--- src/hw/rtl/qrv_pkg.sv ---
package qrv_pkg;

   localparam int QUAT_WIDTH      = 16;
   localparam int CSR_INDEX_WIDTH = 2;

   typedef enum logic [CSR_INDEX_WIDTH-1:0] {
      REG_QUAT_X = 2'd0,
      REG_QUAT_Y = 2'd1,
      REG_QUAT_Z = 2'd2,
      REG_QUAT_W = 2'd3
   } csr_index_type;

   // exact width of q x v plus rounding offset
   function automatic int full_width(input int cw, input int fb);
      int w;
      begin
         w = (cw + 17 > fb + 1) ? cw + 17 : fb + 1;
         return w + 1;
      end
   endfunction

   // width of the rounded first cross product
   function automatic int uv_width(input int cw, input int fb);
      int w;
      begin
         w = full_width(cw, fb) - fb;
         return (w > 2) ? w : 2;
      end
   endfunction

   // scalar register must hold 1.0 at any fraction width
   function automatic int quat_w_width(input int fb);
      return (fb + 2 > QUAT_WIDTH) ? fb + 2 : QUAT_WIDTH;
   endfunction

   // 2*w*uv + 2*(q x uv) plus rounding offset
   function automatic int acc_width(input int cw, input int fb);
      int mw;
      begin
         mw = quat_w_width(fb) + uv_width(cw, fb);
         return ((mw + 3 > fb + 1) ? mw + 3 : fb + 1) + 1;
      end
   endfunction

   // rounded accumulator, wide enough to add v without overflow
   function automatic int racc_width(input int cw, input int fb);
      int w;
      begin
         w = acc_width(cw, fb) - fb;
         return ((w > cw) ? w : cw) + 1;
      end
   endfunction

endpackage

--- src/hw/rtl/qrv_sat.sv ---
module qrv_sat #(
   parameter int COORD_WIDTH    = 16,
   parameter int QUAT_FRAC_BITS = 14
) (
   input  logic                                     clock,
   input  logic                                     reset,
   input  logic                                     in_valid,
   output logic                                     in_ready,
   input  logic signed [COORD_WIDTH-1:0]            vec [3],
   input  logic signed [qrv_pkg::racc_width(COORD_WIDTH, QUAT_FRAC_BITS)-1:0] racc [3],
   output logic                                     out_valid,
   input  logic                                     out_ready,
   output logic signed [COORD_WIDTH-1:0]            out_rot [3],
   output logic                                     out_clipped
);

   localparam int RW = qrv_pkg::racc_width(COORD_WIDTH, QUAT_FRAC_BITS);
   localparam int HW = RW - COORD_WIDTH + 1;

   logic signed [RW-1:0]          sum [3];
   logic [HW-1:0]                 top_bits [3];
   logic [2:0]                    over;
   logic signed [COORD_WIDTH-1:0] rot_in [3];
   logic signed [COORD_WIDTH-1:0] rot_ff [3];
   logic                          clipped_ff;
   logic                          valid_ff;
   logic                          ready;

   for (genvar i = 0; i < 3; i++) begin : g_comp
      assign sum[i]      = RW'(vec[i]) + racc[i];
      assign top_bits[i] = sum[i][RW-1:COORD_WIDTH-1];
      // fits when all bits above the sign agree with it
      assign over[i]     = !((&top_bits[i]) || !(|top_bits[i]));
      always_comb begin
         if (!over[i]) begin
            rot_in[i] = sum[i][COORD_WIDTH-1:0];
         end else if (sum[i][RW-1]) begin
            rot_in[i] = {1'b1, {(COORD_WIDTH-1){1'b0}}};
         end else begin
            rot_in[i] = {1'b0, {(COORD_WIDTH-1){1'b1}}};
         end
      end
   end

   assign ready    = !valid_ff || out_ready;
   assign in_ready = ready;

   always_ff @(posedge clock) begin
      if (reset) begin
         valid_ff <= 1'b0;
      end else if (ready) begin
         valid_ff <= in_valid;
      end
   end

   always_ff @(posedge clock) begin
      if (ready) begin
         rot_ff     <= rot_in;
         clipped_ff <= |over;
      end
   end

   assign out_valid   = valid_ff;
   assign out_rot     = rot_ff;
   assign out_clipped = clipped_ff;

endmodule

--- config.mk ---
export PLATFORM = sky130hd
export DESIGN_NAME = qrv_sat
export DESIGN_NICKNAME = d
export VERILOG_FILES = /design/src/hw/rtl/qrv_pkg.sv /design/src/hw/rtl/qrv_sat.sv
export SDC_FILE = /design/constraint.sdc
export NUM_CORES = 1
export LEC_CHECK = 0
export BUFFER_PORTS_ARGS = -buffer_cell sky130_fd_sc_hd__buf_2
export CORE_MARGIN = 4
export CORE_UTILIZATION = 40
export CTS_CLUSTER_DIAMETER = 60
export CTS_CLUSTER_SIZE = 16
export DETAILED_ROUTE_END_ITERATION = 12
export GPL_ROUTABILITY_DRIVEN = 0
export MAX_ROUTING_LAYER = met4
export PLACE_DENSITY = 0.67
export SLEW_MARGIN = 20
export SYNTH_ARGS = -nofsm -noshare
export SYNTH_HDL_FRONTEND = slang
export SYNTH_SLANG_ARGS = --single-unit
--- constraint.sdc ---
create_clock -name clock -period 4.6 [get_ports clock]
set_input_delay 0.23 -clock clock [delete_from_list [all_inputs] [get_ports clock]]
set_output_delay 0.23 -clock clock [all_outputs]
set_load 0.02 [all_outputs]
==> impl_metrics.csv <==
group,metric,value,unit
status,outcome,"complete, no violations",
logic_synthesis,yosys_most_used_dff,"edfxtp_1",
drt,wire_per_inst,15.97,um
global_routing,first_global_vias,6004,
global_routing,track_usage,0.1937,
timing,finalCritPeriodShare,0.8197,
logic_synthesis,synth-compound-area-share,0.2873,
layout,final_nets,1122,
logic_synthesis,synth_top_family_by_area,"compound AO/OA/AOI/OAI gates",
hold_path,hp-class,"input port to flop",
setup_path,path_cells,"buf_2 > ha_1 > inv_1 > fa_1 > nor2b_1 > o31ai_1 > a2111oi_0 > o21ai_0 > a31oi_1 > xnor2_1 > nand3_1 > nor4_1 > mux2i_4 > buf_4 > mux2_2",
place,numPlacedInstances,1117,
clock_tree,htreeDepth,2,
place,io_buffers,183,
setup_path,critical_path_class,"input port to flop",
layout,drive_above_1_share,0.2420,
floorplanning,start_util,0.4090,
timing,setup_viol,0,
drt,drt-total-wl,17960,um
clock_tree,cts_tree,"yes",
layout,area_growth,19.30,%
floorplanning,fp.dieH,135.5,um
logic_synthesis,synth-simple-area-share,0.1670,
clock_tree,clockBufferDepth,2,
timing,hold_viol,0,
place,dp_hpwl,14840,um
setup_path,regToRegSetupSlack,3040,ps
layout,n_antenna_cell,0,
logic_synthesis,synth_area,0.006497,mm2
clock_tree,cts_setup_buffers,0,
clock_tree,post_cts_resized,0,
logic_synthesis,synthAdderAreaFrac,0.1594,
setup_path,cp-start-kind,"input port",
clock_tree,cts-buffers-inserted,5,
logic_synthesis,ys_top_cells_by_area,"edfxtp_1 (23%), ha_1 (15%), xnor2_1 (5.3%), a21oi_1 (4.9%), a21o_1 (4.0%)",
timing,fin_tns_setup,0,ps
pwr,leakagePower,0.003518,uW
setup_path,endpoint_kind,"flop",
logic_synthesis,synthArstFlopShare,0,
logic_synthesis,synth_cells,742,
logic_synthesis,synth.top_cells.by_count,"ha_1 (78), a21oi_1 (64), edfxtp_1 (49), nand2_1 (49), xnor2_1 (39)",
timing,whs,73.31,ps
global_routing,use_met2,0.3213,
global_routing,grt_max_degree,32,
global_routing,use_met3,0.02377,
drt,drc,0,
clock_tree,cts_hold_buf,0,
timing,rsz0062_at_grt,"false",
logic_synthesis,yosys-mux-area-fraction,0.02985,
logic_synthesis,synth_edf_count,49,
timing,tightest_slew,925.0,ps
drt,dr.first_iter.drc_count,369,
floorplanning,pin_count,184,
clock_tree,clk_pin_slew,80,ps
drt,drt_pass1_iterations,5,
logic_synthesis,synth_cell_types,81,
place,dp_worst_setup_slack,554.0,ps
drt,vias,6350,
global_routing,busiest_layer,"met2",
logic_synthesis,synth_top_area_frac,0.2265,
layout,fin_cells,1125,
logic_synthesis,syn_area_per_cell,8.757,um2
clock_tree,insertion_delay,300,ps
setup_path,cp_slowest_stage_delay,620,ps
setup_path,required,4660,ps
global_routing,grt_pass1_wl,28920,um
clock_tree,clock-sinks,50,
timing,slew_headroom,0.3810,
logic_synthesis,yosysMostFrequentCell,"ha_1",
logic_synthesis,yosys.area.top_type,"edfxtp_1",
logic_synthesis,synth-xor-area-share,0.09166,
timing,drv_slew,0,
floorplanning,coreArea,0.01589,mm2
timing,post-route-min-period,3771,ps
floorplanning,die_width,135.5,um
setup_path,cp_slowest_cell,"a2111oi_0",
floorplanning,dieArea,0.01835,mm2
flow_run,max-cap-violations,0,
logic_synthesis,syn_nets,956,
timing,skew,8.446,ps
logic_synthesis,ys_seq_elements,50,
logic_synthesis,seq_area_frac_synth,0.2295,
logic_synthesis,ys_warn_count,0,
timing,max_freq,265.2,MHz
drt,ant_nets,0,
clock_tree,cts_root_buf,"clkbuf_16",
global_routing,grtUsageMet1,0.2569,
global_routing,grt_overflow,0,
setup_path,critical_path.max_fanout,16,
drt,viasPerCell,5.644,
pwr,ir_drop,135.3,uV
setup_path,crit_arrival,3830,ps
floorplanning,num_rows,46,
pwr,power_density,291.7,mW/mm2
timing,fin_ws,829.4,ps
global_routing,grt_antenna_before_repair,0,
cells by family after synthesis:
| kind of cell | count (synthesis) |
|---|---|
| compound gates | 272 |
| flops | 50 |
| fa+ha+maj | 81 |
| xor+xnor | 68 |
| buf+inv | 54 |
| simple gates | 199 |
| mux | 18 |
cell usage in the layout (no fill, tap or decap), types with 11 or more instances in the layout:
| cell | Yosys | routed |
|---|---|---|
| a211oi_1 | 13 | 13 |
| mux2i_1 | 16 | 16 |
| buf_2 | 4 | 183 |
| xor2_1 | 29 | 29 |
| xnor2_1 | 39 | 39 |
| nand2_1 | 49 | 49 |
| nand4_1 | 19 | 19 |
| nand3_1 | 13 | 13 |
| o21bai_1 | 12 | 12 |
| o22ai_1 | 13 | 13 |
| edfxtp_1 | 49 | 49 |
| o21a_1 | 22 | 22 |
| o21ai_0 | 38 | 38 |
| nor2_1 | 35 | 35 |
| nor3_1 | 18 | 18 |
| a21oi_1 | 64 | 64 |
| ha_1 | 78 | 78 |
| o211ai_1 | 11 | 11 |
| inv_1 | 28 | 28 |
| a21o_1 | 35 | 35 |
where the power goes:
part	switching, uW	internal (uW)	total (uW)
clock network	187	261	448
registers	33.2	638	671
logic	690	451	1140
per-stage QoR:
step	total power, uW	utilization	cell area (um2)
2_1_floorplan	1491	-	6497
3_3_place_gp	1811	0.4770	7577
3_5_place_dp	1819	0.4770	7577
4_1_cts	2267	0.4879	7751
5_1_grt	2400	0.4879	7751
6_report	2261	0.4879	7751
state kept, by name (all words and copies together) (netlist names):
register     cells
out_rot         48
out_clipped      1
out_valid        1
final cells by class:
cell class / instances / area, um2
fill: 1565 / 8134
clock inverter: 3 / 48.80
timing repair buffer: 185 / 930.9
inverter: 28 / 105.1
multi-input combinational: 638 / 4780
clock buffer: 5 / 125.1
tap: 216 / 270.3
sequential: 50 / 1491
final timing paths:
kind / startpoint / endpoint / cells past startpoint
max: vec[32] / out_rot[32] / 15
min: reset / out_valid / 2
max reg2reg: out_valid / out_rot[41] / 2
min reg2reg: out_valid / out_valid / 2
critical path: cells and delay by family:
family / cells / cell delay, ps
AO/OA/AOI/OAI: 4 / 1290
AND/OR/NAND/NOR: 3 / 680
adder cells (fa/ha/maj): 2 / 620
multiplexers: 2 / 410
buffers and inverters: 3 / 390
XOR/XNOR: 1 / 180
layer usage:
layer	part of all wire	vias to the layer above	routed length (um)
li1	-	3203	-
met1	0.46	2912	8237
met2	0.47	220	8425
met3	0.060	15	1079
met4	0.012	0	219
met5	0	-	0
Note: power is estimated with default switching activity, not from simulation.
