**config.mk**
```make
export PLATFORM = sky130hd
export DESIGN_NAME = qrv_uv
export DESIGN_NICKNAME = d
export VERILOG_FILES = /design/src/hw/rtl/qrv_pkg.sv /design/src/hw/rtl/qrv_uv.sv
export SDC_FILE = /design/constraint.sdc
export NUM_CORES = 2
export LEC_CHECK = 0
export BUFFER_PORTS_ARGS = -buffer_cell sky130_fd_sc_hd__buf_4
export CELL_PAD_IN_SITES_DETAIL_PLACEMENT = 1
export CELL_PAD_IN_SITES_GLOBAL_PLACEMENT = 1
export CORE_UTILIZATION = 52
export CTS_CLUSTER_DIAMETER = 60
export DETAILED_ROUTE_END_ITERATION = 10
export HOLD_SLACK_MARGIN = 0.03
export PLACE_DENSITY_LB_ADDON = 0.1
export SYNTH_ARGS = -nofsm -noshare
export SYNTH_HDL_FRONTEND = slang
export SYNTH_SLANG_ARGS = --single-unit
```
**constraint.sdc**
```tcl
create_clock -name clock -period 7.21 [get_ports clock]
set_clock_uncertainty 0.15 [all_clocks]
set_input_delay 0.3605 -clock clock [delete_from_list [all_inputs] [get_ports clock]]
set_output_delay 0.3605 -clock clock [all_outputs]
set_load 0.005 [all_outputs]
```
**src/hw/rtl/qrv_pkg.sv**
```systemverilog
package qrv_pkg;

   localparam int QUAT_WIDTH      = 16;
   localparam int CSR_INDEX_WIDTH = 2;

   typedef enum logic [CSR_INDEX_WIDTH-1:0] {
      REG_QUAT_X = 2'd0,
      REG_QUAT_Y = 2'd1,
      REG_QUAT_Z = 2'd2,
      REG_QUAT_W = 2'd3
   } csr_index_type;

   // exact width of q x v plus rounding offset
   function automatic int full_width(input int cw, input int fb);
      int w;
      begin
         w = (cw + 17 > fb + 1) ? cw + 17 : fb + 1;
         return w + 1;
      end
   endfunction

   // width of the rounded first cross product
   function automatic int uv_width(input int cw, input int fb);
      int w;
      begin
         w = full_width(cw, fb) - fb;
         return (w > 2) ? w : 2;
      end
   endfunction

   // scalar register must hold 1.0 at any fraction width
   function automatic int quat_w_width(input int fb);
      return (fb + 2 > QUAT_WIDTH) ? fb + 2 : QUAT_WIDTH;
   endfunction

   // 2*w*uv + 2*(q x uv) plus rounding offset
   function automatic int acc_width(input int cw, input int fb);
      int mw;
      begin
         mw = quat_w_width(fb) + uv_width(cw, fb);
         return ((mw + 3 > fb + 1) ? mw + 3 : fb + 1) + 1;
      end
   endfunction

   // rounded accumulator, wide enough to add v without overflow
   function automatic int racc_width(input int cw, input int fb);
      int w;
      begin
         w = acc_width(cw, fb) - fb;
         return ((w > cw) ? w : cw) + 1;
      end
   endfunction

endpackage

```
**src/hw/rtl/qrv_uv.sv**
```systemverilog
module qrv_uv #(
   parameter int COORD_WIDTH    = 16,
   parameter int QUAT_FRAC_BITS = 14
) (
   input  logic                                     clock,
   input  logic                                     reset,
   input  logic                                     in_valid,
   output logic                                     in_ready,
   input  logic signed [COORD_WIDTH-1:0]            vec [3],
   input  logic signed [qrv_pkg::QUAT_WIDTH-1:0]    quat_x,
   input  logic signed [qrv_pkg::QUAT_WIDTH-1:0]    quat_y,
   input  logic signed [qrv_pkg::QUAT_WIDTH-1:0]    quat_z,
   output logic                                     out_valid,
   input  logic                                     out_ready,
   output logic signed [COORD_WIDTH-1:0]            out_vec [3],
   output logic signed [qrv_pkg::uv_width(COORD_WIDTH, QUAT_FRAC_BITS)-1:0] out_uv [3]
);

   localparam int QW = qrv_pkg::QUAT_WIDTH;
   localparam int PW = QW + COORD_WIDTH;
   localparam int FW = qrv_pkg::full_width(COORD_WIDTH, QUAT_FRAC_BITS);
   localparam int UW = qrv_pkg::uv_width(COORD_WIDTH, QUAT_FRAC_BITS);
   localparam logic signed [FW-1:0] HALF = FW'(1) << (QUAT_FRAC_BITS - 1);

   logic signed [QW-1:0]          qv [3];
   logic signed [PW-1:0]          pos_in [3];
   logic signed [PW-1:0]          neg_in [3];
   logic signed [PW-1:0]          pos_ff [3];
   logic signed [PW-1:0]          neg_ff [3];
   logic signed [FW-1:0]          full_sum [3];
   logic signed [UW-1:0]          uv_in [3];
   logic signed [UW-1:0]          uv_ff [3];
   logic signed [COORD_WIDTH-1:0] vec_a_ff [3];
   logic signed [COORD_WIDTH-1:0] vec_b_ff [3];
   logic                          valid_a_ff;
   logic                          valid_b_ff;
   logic                          ready_a;
   logic                          ready_b;

   assign qv[0] = quat_x;
   assign qv[1] = quat_y;
   assign qv[2] = quat_z;

   for (genvar i = 0; i < 3; i++) begin : g_comp
      localparam int J = (i + 1) % 3;
      localparam int K = (i + 2) % 3;
      assign pos_in[i]   = PW'(qv[J]) * PW'(vec[K]);
      assign neg_in[i]   = PW'(qv[K]) * PW'(vec[J]);
      assign full_sum[i] = FW'(pos_ff[i]) - FW'(neg_ff[i]) + HALF;
      assign uv_in[i]    = UW'(full_sum[i] >>> QUAT_FRAC_BITS);
   end

   assign ready_b  = !valid_b_ff || out_ready;
   assign ready_a  = !valid_a_ff || ready_b;
   assign in_ready = ready_a;

   always_ff @(posedge clock) begin
      if (reset) begin
         valid_a_ff <= 1'b0;
         valid_b_ff <= 1'b0;
      end else begin
         if (ready_a) begin
            valid_a_ff <= in_valid;
         end
         if (ready_b) begin
            valid_b_ff <= valid_a_ff;
         end
      end
   end

   always_ff @(posedge clock) begin
      if (ready_a) begin
         pos_ff   <= pos_in;
         neg_ff   <= neg_in;
         vec_a_ff <= vec;
      end
      if (ready_b) begin
         uv_ff    <= uv_in;
         vec_b_ff <= vec_a_ff;
      end
   end

   assign out_valid = valid_b_ff;
   assign out_vec   = vec_b_ff;
   assign out_uv    = uv_ff;

endmodule

```
==> impl_results.md <==
* Status: finished, final reports clean
* Metal3 WL at 10900 microns
* Period minus WS final at 7010 ps
* Vias in the first global route at 61.2k
* Period utilisation layout at 97.2%
* Core ar. at 142000 sq um
* Max Slew Vio Count at 0
* Row cnt at 138
* Register area share after synthesis at 14.1%
* Hold Path Sink: vec_a_ff[22]
* Hold Startpoint: vec[22]
* Die area at 145000 sq um
* RR Startpoint: pos_ff[17]
* Min-Delay Path Depth at 1
* YS warnings at 0
* CTS clock-pin slew for the worst setup and hold paths at 60 ps
* Syn Area/Cell at 9.84 sq um
* RD Place Congestion at 0.885
* Critical Path Source Type: primary input
* Routed Antenna Nets at 0
* Seq cells post-synth at 350
* Routed length on met2 at 105000 microns
* Final setup violation count at 0
* Hold Violations, Final at 0
* Max_cap viols at 0
* H-tree levels at 2
* Crit Path Category: in -> reg
* Die height at 381 microns
* Most common cell after layout, fill and taps aside: inv_1
* CP max-delay cell: dlygate4sd3_1
* Synthesis-to-finish area growth at 8.28%
* Worst-path cell chain: dlygate4sd3_1, buf_4, buf_4, nand2_1, fa_1, inv_1, fa_1, inv_1, fa_1, inv_1, fa_1, fa_1, inv_1, fa_1, inv_1, ha_1, nand4_1, a2111oi_1, o21bai_1, a211oi_2, o41ai_2, mux2i_1, nor4b_1
* Worst R2R End: out_uv[13]
* Via density at 5.45
* Gr usage total at 30.7%
* CP arrival at 7340 ps
* Cell variety after synth at 74
* Fraction of layout cells with a size suffix above 1 at 5.86%
* Initial antenna violation count at 17
* Post-Route WL at 213000 microns
* FF-to-FF setup slack at 3240 ps
* Commonest cells after routing, fill and taps aside: 1863 x inv_1, 1571 x fa_1, 783 x nand2_1
* Die width at 381 microns
* Netlist Area Pre-Place at 74500 sq um
* Root buf cell: clkbuf_16
* Post-synth EDFFs at 348
* DRC at 0
* Worst setup EP type: flop
* Worst hold path type: in -> reg
* Worst EP required at 7540 ps
* CP most frequent cell: fa_1
* Congestion Overflow GR at 0
* CTS tree: done
* Starting DRT DRC Count at 2903
* Later-pin clock latency in the skew report at 710 ps
* Fmax at 143 MHz
* WL met1 at 89200 microns
* Cells on worst reg2reg path at 8
* Buffers on Ports at 209
* Mapped Nets at 9926
* Top FF cell, synth: edfxtp_1
* Via count at 52.6k
* Slew margin rel. at 35.6%
* Cells after synthesis at 7576
* Least-Margin Pin Slew at 961 ps
* Final nets at 10.0k
* First-pass GRT wire length at 344000 microns
* Top Metal Used: met5
* CTS max path bufs at 3
* CTS buffer count at 57
* Setup TNS at 0 ps
* Post-DP HPWL at 171000 microns
* Largest net degree at the start of global routing at 133
* Starting Density at 52.5%
* Num Clock Sinks at 350
* WL/cell at 22.1 microns
* Post-synthesis async set-or-reset flop share at 0%
* Crit Path Max Fanout at 23
* CP peak stage delay at 600 ps
* DR pass1 iterations at 5
* # IOs at 210
critical path: cells and delay by family:
| kind | cells | cell delay (ps) |
|---|---|---|
| buffers and inverters | 8 | 1420 |
| AND/OR/NAND/NOR | 3 | 650 |
| adder cells (fa/ha/maj) | 7 | 3390 |
| multiplexers | 1 | 130 |
| AO/OA/AOI/OAI | 4 | 1380 |
cell usage after synthesis (all sizes together), types with 5 or more instances:
library cell	instances	area share [%]
a2111oi	8	0.096
a211o	11	0.13
a211oi	24	0.26
a21boi	7	0.070
a21o	80	0.81
a21oi	178	1.2
a221oi	6	0.070
a311o	7	0.094
a311oi	6	0.087
a31o	6	0.070
a31oi	19	0.16
and2	755	6.3
and3	14	0.12
and4	7	0.082
clkbuf	289	1.5
edfxtp	348	14
fa	1572	42
ha	678	11
inv	1864	9.4
mux2i	6	0.081
nand2	784	3.9
nand2b	55	0.46
nand3	40	0.27
nand4	15	0.13
nor2	193	0.97
nor2b	29	0.24
nor3	39	0.26
nor4	9	0.076
o2111ai	5	0.059
o211ai	7	0.070
o21a	32	0.32
o21ai	106	0.71
o21bai	38	0.39
o221ai	5	0.059
o31a	5	0.059
o41ai	5	0.069
or2	8	0.067
or3	11	0.094
xnor2	190	2.2
xor2	65	0.76
sequential cells by signal (all words and copies together) (netlist names):
register,count
neg_ff,96
vec_a_ff,48
pos_ff,96
out_valid,1
out_uv,60
valid_a_ff,1
out_vec,48
area by class of cell:
| cell class | instances | area [sq um] |
|---|---|---|
| Antenna cell | 4 | 10.0 |
| Sequential cell | 350 | 10500 |
| Multi-Input combinational cell | 5069 | 56000 |
| Tap cell | 1890 | 2360 |
| Fill cell | 15900 | 61200 |
| Clock inverter | 47 | 593 |
| Timing Repair Buffer | 355 | 2820 |
| Clock buffer | 61 | 1460 |
| Inverter | 1864 | 7000 |
worst max path at each step:
stage / slack, ps / start / depth (start not counted) / endpoint
after floorplan: 680 / out_ready / 2 / neg_ff[0]
after global placement: 170 / vec[39] / 22 / pos_ff[63]
after detailed placement: -50 / vec[39] / 22 / pos_ff[63]
after CTS: 110 / vec[40] / 23 / pos_ff[63]
after global routing: -50 / vec[40] / 23 / pos_ff[63]
final: 200 / vec[40] / 23 / pos_ff[63]
layer usage:
| metal | up-vias | global-route usage [%] |
|---|---|---|
| li1 | 23000 | - |
| met3 | 302 | 3.39 |
| met4 | 6 | 9.96 |
| met1 | 28100 | 41.4 |
| met2 | 1182 | 52.0 |
| met5 | - | 0 |
metrics by stage:
stage	cells	util, %	setup slack [ps]	area [sq um]	hold slack (ps)
after CTS	9636	56.9	110	80700	34.7
after detailed placement	9495	55.2	-54.0	78300	255
after floorplan	7576	-	682	74500	250
after global placement	9495	55.2	169	78300	251
after global routing	9639	56.9	-54.6	80700	41.8
final	9640	56.9	204	80700	52.6
what timing repair did:
| item | 4_1_cts | 5_1_grt |
|---|---|---|
| setup buffers | 0 | 0 |
| hold buffers | 33 | 0 |
| setup endpoints to repair | 0 | 3 |
| gates resized for setup | 0 | 3 |
| hold endpoints to repair | 32 | 0 |
logic make-up (layout without fill, tap and decap cells):
kind of cell | Yosys count | after routing | share of synthesized area, %
fa+ha+maj | 2250 | 2250 | 53.6
buf+inv | 2157 | 2327 | 10.9
simple gates | 1969 | 1969 | 13.2
compound gates | 588 | 588 | 5.22
flops | 350 | 350 | 14.1
xor+xnor | 255 | 255 | 3.00
mux | 7 | 7 | 0.0957
other cells | 0 | 4 | 0
Power is not shown: default switching activity piles up to over one toggle a cycle in this logic, so the estimate is an artifact.
